**src/rtl/spc_pkg.sv**
```systemverilog
// shared constants, sine coefficients and types for the polar to cartesian block
package spc_pkg;

  localparam int unsigned ANGLE_BITS_DEF = 16;
  localparam int unsigned RANGE_BITS_DEF = 16;

  localparam int unsigned CFG_W     = 16;
  localparam int unsigned CFG_IDX_W = 2;
  localparam int unsigned OUT_W     = 17;
  localparam int unsigned MAG_W     = 16;
  localparam int unsigned FRAC_W    = 30;
  localparam int unsigned SIN_W     = 31;
  localparam int unsigned NUM_COEF  = 6;

  localparam logic [CFG_IDX_W-1:0] CFG_START_ANGLE = 2'd0;
  localparam logic [CFG_IDX_W-1:0] CFG_ANGLE_STEP  = 2'd1;
  localparam logic [CFG_IDX_W-1:0] CFG_MIN_RANGE   = 2'd2;
  localparam logic [CFG_IDX_W-1:0] CFG_MAX_RANGE   = 2'd3;

  localparam logic [MAG_W-1:0] MAG_MAX = '1;

  // odd taylor terms of sin(pi*t/2) in q30, lowest degree first
  localparam logic [SIN_W-1:0] SIN_COEF [NUM_COEF] = '{
    31'd1686629713, 31'd693598668, 31'd85569306,
    31'd5026995,    31'd172272,    31'd3864
  };

  typedef struct packed {
    logic       in_range;
    logic [1:0] quad;
  } pt_ctrl_t;

endpackage

```
**src/rtl/spc_scale.sv**
```systemverilog
// quadrant mapping, range scaling with rounding, saturation and sign of the point
module spc_scale #(
  parameter int unsigned RANGE_BITS = spc_pkg::RANGE_BITS_DEF
) (
  input  logic                      clk_i,
  input  logic [1:0]                en_i,
  input  logic [RANGE_BITS-1:0]     r_i,
  input  logic [spc_pkg::SIN_W-1:0] s_f_i,
  input  logic [spc_pkg::SIN_W-1:0] s_c_i,
  input  spc_pkg::pt_ctrl_t         ctrl_i,
  output logic [spc_pkg::OUT_W-1:0] x_mm_o,
  output logic [spc_pkg::OUT_W-1:0] y_mm_o,
  output logic                      point_valid_o
);
  import spc_pkg::*;

  localparam int unsigned PW = RANGE_BITS + SIN_W + 1;
  localparam int unsigned MW = PW - FRAC_W;
  localparam logic [PW-1:0] HALF = PW'(1) << (FRAC_W - 1);

  logic [SIN_W-1:0] cv, sv;
  logic             cneg, sneg;
  logic [PW-1:0]    sum_x, sum_y;
  logic [MW-1:0]    mag_x_q, mag_y_q;
  logic             cneg_q, sneg_q, in_range_q;
  logic [MAG_W-1:0] sat_x, sat_y;
  logic [OUT_W-1:0] x_d, y_d;
  logic [OUT_W-1:0] x_q, y_q;
  logic             pv_q;

  always_comb begin
    unique case (ctrl_i.quad)
      2'd0: begin
        sv = s_f_i; sneg = 1'b0; cv = s_c_i; cneg = 1'b0;
      end
      2'd1: begin
        sv = s_c_i; sneg = 1'b0; cv = s_f_i; cneg = 1'b1;
      end
      2'd2: begin
        sv = s_f_i; sneg = 1'b1; cv = s_c_i; cneg = 1'b1;
      end
      2'd3: begin
        sv = s_c_i; sneg = 1'b1; cv = s_f_i; cneg = 1'b0;
      end
    endcase
  end

  assign sum_x = PW'(r_i) * PW'(cv) + HALF;
  assign sum_y = PW'(r_i) * PW'(sv) + HALF;

  always_ff @(posedge clk_i) begin
    if (en_i[0]) begin
      mag_x_q    <= sum_x[FRAC_W +: MW];
      mag_y_q    <= sum_y[FRAC_W +: MW];
      cneg_q     <= cneg;
      sneg_q     <= sneg;
      in_range_q <= ctrl_i.in_range;
    end
  end

  assign sat_x = (32'(mag_x_q) > 32'(MAG_MAX)) ? MAG_MAX : MAG_W'(mag_x_q);
  assign sat_y = (32'(mag_y_q) > 32'(MAG_MAX)) ? MAG_MAX : MAG_W'(mag_y_q);

  always_comb begin
    x_d = '0;
    y_d = '0;
    if (in_range_q) begin
      x_d = cneg_q ? (OUT_W'(0) - OUT_W'(sat_x)) : OUT_W'(sat_x);
      y_d = sneg_q ? (OUT_W'(0) - OUT_W'(sat_y)) : OUT_W'(sat_y);
    end
  end

  always_ff @(posedge clk_i) begin
    if (en_i[1]) begin
      x_q  <= x_d;
      y_q  <= y_d;
      pv_q <= in_range_q;
    end
  end

  assign x_mm_o        = x_q;
  assign y_mm_o        = y_q;
  assign point_valid_o = pv_q;

endmodule

```
**config.mk**
```make
export PLATFORM = sky130hd
export DESIGN_NAME = spc_scale
export DESIGN_NICKNAME = d
export VERILOG_FILES = /design/src/rtl/spc_pkg.sv /design/src/rtl/spc_scale.sv
export SDC_FILE = /design/constraint.sdc
export NUM_CORES = 2
export LEC_CHECK = 0
export BUFFER_PORTS_ARGS = -buffer_cell sky130_fd_sc_hd__buf_2
export CELL_PAD_IN_SITES_DETAIL_PLACEMENT = 0
export CELL_PAD_IN_SITES_GLOBAL_PLACEMENT = 1
export CORE_UTILIZATION = 50
export DETAILED_ROUTE_END_ITERATION = 10
export PLACE_DENSITY_LB_ADDON = 0.1
export SYNTH_ARGS = -nofsm -noshare
export SYNTH_HDL_FRONTEND = slang
export SYNTH_SLANG_ARGS = --single-unit
export TNS_END_PERCENT = 20
```
**constraint.sdc**
```tcl
create_clock -name clk_i -period 12.1 [get_ports clk_i]
set_input_delay 2.42 -clock clk_i [delete_from_list [all_inputs] [get_ports clk_i]]
set_output_delay 2.42 -clock clk_i [all_outputs]
set_load 0.02 [all_outputs]
```
## Yosys cells after proc, flatten, opt, wreduce, memory -nomap -nowiden

Cells that the tools add are included.

- Flip-flop bits (word level): 74
- Input bits: 84
- Output and inout port bits: 35
- Word-level logic and storage cells: 38

- Add/subtract/negate cells: 4
- Multipliers: 2
- $lt $le $gt $ge: 2
- Eq/ne operators: 3
- Muxes and demuxes: 8
- Reduce and logical (&&, ||, !) cells: 9

Operator list:

| operator | number |
|---|---|
| $pmux W31 S2 | 2 |
| $add A47 B30 Y48 const B | 2 |
| $mul A16 B31 Y47 | 2 |
| $mux W16 | 4 |
| $gt A18 B16 Y1 const B | 2 |
| $sub A1 B16 Y17 const A | 2 |
| $reduce_or A2 Y1 | 6 |
| $eq A2 B2 Y1 const B | 2 |
| $pmux W1 S2 | 2 |
| $reduce_and A2 Y1 | 2 |
| $eq A2 B1 Y1 const B | 1 |
| $logic_not A2 Y1 | 1 |

## Longest topological paths before layout

- Depth in word-level cells: 5
- Mapped depth: 30

## Least setup slack after synthesis

Ideal clock, no wire load.

- Kind: input -> register
- Start: input port ctrl_i[1] (netlist name)
- End: register mag_x_q[17], data pin
- Library setup time: 0.264 ns
- Arrival: 9.692 ns
- Path slack: 2.144 ns
- Stages: 29
- Path buffers: 3
- Path through: inv_1 ha_1 nor2_1 clkbuf_1 buf_1 mux2_2 clkbuf_1 nand2_1 fa_1 inv_1 fa_1 inv_1 fa_1 inv_1 fa_1 fa_1 inv_1 fa_1 inv_1 ha_1 and3_1 nor3b_1 nand4_1 a21oi_1 a211oi_1 or2_2 o31ai_1 a221oi_1 xnor2_1

- Cells in the longest elaborated chain, start to end: 5
- Elaborated cells on any way between the ends: 9
- Classes of those cells: 1 x add/sub; 1 x mul; 3 x eq/ne; 1 x mux; 3 x reduce/logical

RTL lines:

| item | RTL line | RTL |
|---|---|---|
| from (decl) | spc_scale.sv:10 | `input spc_pkg::pt_ctrl_t ctrl_i,` |
| $eq A2 B2 Y1, or another cell as far along | spc_scale.sv:32 | `unique case (ctrl_i.quad)` |
| $reduce_or A2 Y1 (no line) | - |  |
| $pmux W31 S2 * | spc_scale.sv:32 |  |
| $mul A16 B31 Y47 * | spc_scale.sv:48 | `assign sum_x = PW'(r_i) * PW'(cv) + HALF;` |
| $add A47 B30 Y48 * | spc_scale.sv:48 |  |
| net sum_x[47] | spc_scale.sv:23 | `logic [PW-1:0] sum_x, sum_y;` |
| to (signal assigned) | spc_scale.sv:53 | `mag_x_q <= sum_x[FRAC_W +: MW];` |
| to (decl) | spc_scale.sv:24 | `logic [MW-1:0] mag_x_q, mag_y_q;` |

Mark *: on every way through the listed nets, which the timed path passes. The rest lies on a longest branch.
A chain may end at the register's enable or synchronous reset.

## Worst setup path in the final report

Same ends and word-level chain as after synthesis.

==> metrics.csv <==
stage,metric,value,unit
run,max cap viols,0,
placement,Port-buffer cells,118,
setup_path,critical path class,input port to flop,
layout,Total Nets Final,5072,
clock_tree,# hold bufs at CTS,0,
floorplanning,die height,267,microns
setup_path,Worst setup SP type,input port,
layout,share of cells above drive strength 1,0.0610,
placement,DP HPWL,75000,microns
timing,final worst-path cycle share,0.850,
clock_tree,H-tree depth,3,
routing,DR pass1 iterations,5,
clock_tree,Num CTS Buffers,9,
timing,setup TNS after final layout,0,ps
clock_tree,clock transition at the registers of the reported paths,60,ps
setup_path,Critical Path End Type,flop,
logic_synthesis,Post-synth EDFFs,74,
timing,worst slew pin tran,1080,ps
logic_synthesis,"Top FF cell, synth",edfxtp_1,
floorplanning,CORE AREA,69100,sq um
timing,RSZ-0062 raised after global routing,no,
placement,Placer Congestion,0.870,
logic_synthesis,Mapped Cells,3908,
min_path,Worst Hold Class,flop to flop,
floorplanning,Core Rows,96,
global_route,gr usage total,0.277,
logic_synthesis,share of the synthesized area in the top cell type,0.461,
logic_synthesis,Post-Syn Area per Cell,8.99,sq um
setup_path,crit-path max FO,21,
floorplanning,Die X,267,microns
global_route,first-pass GRT wire length,151000,microns
floorplanning,starting density of the core,0.509,
timing,worst-case clock skew,6.08,ps
global_route,vias in the first global route,27000,
floorplanning,die area,71300,sq um
clock_tree,clock sinks,74,
global_route,antenna violations before repair,4,
logic_synthesis,Synth area leaders,"fa_1 (46%), ha_1 (11%), inv_1 (11%), and2_1 (8.3%), nand2_1 (6.3%)",
clock_tree,Clock Latency Late Sink,350,ps
layout,Layout area overhead,4.68,%
routing,drt wl/cell,19.3,microns
timing,Slew Limit Fails,0,
logic_synthesis,post-synth cell types,51,
routing,DRT antenna net count,0,
logic_synthesis,Yosys top cell by area,fa_1,
routing,post-DR vias/cell,5.19,
logic_synthesis,ys async rst share,0,
logic_synthesis,Mapped Area,35100,sq um
routing,drt total wl,92900,microns
logic_synthesis,Synth Net Count,5099,
timing,slew margin rel.,0.280,
clock_tree,clk root buf,clkbuf_16,
timing,Final setup viols,0,
setup_path,CP arrival,10380,ps
clock_tree,CTS Buffer Depth,2,
routing,vias,25000,
timing,final hold viol count,0,
floorplanning,io pins,119,
clock_tree,Resize count post-CTS,0,
routing,DRC viols,0,
timing,Peak Freq,0.0973,GHz
routing,Iter 0 DRT Violations,1400,
layout,most frequent cells in the layout,"inv_1 (986), fa_1 (808), nand2_1 (593)",
global_route,largest net degree at the start of global routing,63,
clock_tree,Post CTS Setup Buffer Count,0,
logic_synthesis,Yosys reg bits,74,
run_status,status,completed,
timing,minimum clock period,10280,ps
global_route,grt total ovfl,0,
layout,"commonest non-fill, non-tap cell in the layout",inv_1,
clock_tree,CTS tree,built,
logic_synthesis,synth warn,0,
setup_path,WP data required,12200,ps
logic_synthesis,"Seq/Total Area, Yosys",0.0633,
through the flow:
step	hold slack (ps)	area, sq um	instances	setup slack (ps)	util
after global placement	596	36400	4801	1520	0.527
after global routing	676	36800	4817	1320	0.532
after CTS	623	36800	4817	1880	0.532
after detailed placement	601	36400	4801	1520	0.527
after floorplan	524	35100	3908	2140	-
final	621	36800	4818	1820	0.532
final cells by class:
type                    count  area, sq um
clock inverters             6          105
well taps                 931         1160
clock buffers              10          229
diodes                      1         2.50
fillers                  6550        32300
flip-flops and latches     74         2220
inverters                 986         3700
repair buffers            150          846
multi-input cells        2660        28500
worst max-delay path, cell delays in order:
cell      delay [ps]
buf_2            100
inv_1             40
ha_1             240
nor2_4           660
buf_4            300
mux2_2           520
and2_1           250
fa_1             530
inv_1             50
fa_1             480
fa_1             530
inv_1             60
fa_1             510
fa_1             540
inv_1             50
fa_1             470
inv_1             40
ha_1             360
a21oi_1          170
o21ai_0          110
a31oi_1          300
o211ai_1         170
a211oi_1         630
or2_2            250
o31ai_1          140
a221oi_1         330
xnor2_1          100
path summary, 6_finish.rpt:
kind | startpoint | endpoint | slack [ps] | cells after the start
max | ctrl_i[1] | mag_x_q[17] | 1820 | 27
min | mag_y_q[15] | y_mm_o[16] | 620 | 2
min reg2reg | mag_y_q[15] | y_mm_o[16] | 620 | 2
max reg2reg | mag_y_q[16] | y_mm_o[12] | 8770 | 11
Yosys cell counts, drive strengths merged (35+ instances only):
library cell and number:
a21o 35, a21oi 61, and2 465, clkbuf 174, edfxtp 74, fa 808
ha 299, inv 986, mux2 62, nand2 593, nor2 54, o21ai 49
sequential cells by signal (all words and copies together) (netlist names):
signal,count
mag_x_q,18
mag_y_q,18
x_mm_o,17
y_mm_o,17
cneg_q,1
in_range_q,1
point_valid_o,1
sneg_q,1
logic make-up (layout without fill, tap and decap cells):
family,after synthesis,count (layout),synth area share
AND/OR/NAND/NOR,1214,1214,0.171
XOR/XNOR,48,48,0.0120
flip-flops,74,74,0.0633
AO/OA/AOI/OAI,229,229,0.0415
buffers and inverters,1174,1152,0.126
multiplexers,62,62,0.0199
adder cells (fa/ha/maj),1107,1107,0.567
other,0,1,0
routing by layer:
metal  part of all wire  track usage  routed length, microns
met5            0.00040            0                      37
met4              0.012       0.0433                    1090
met3              0.076       0.0543                    7070
met2               0.45        0.441                   42200
met1               0.46        0.397                   42600
Power is not shown: default switching activity piles up to over one toggle a cycle in this logic, so the estimate is an artifact.
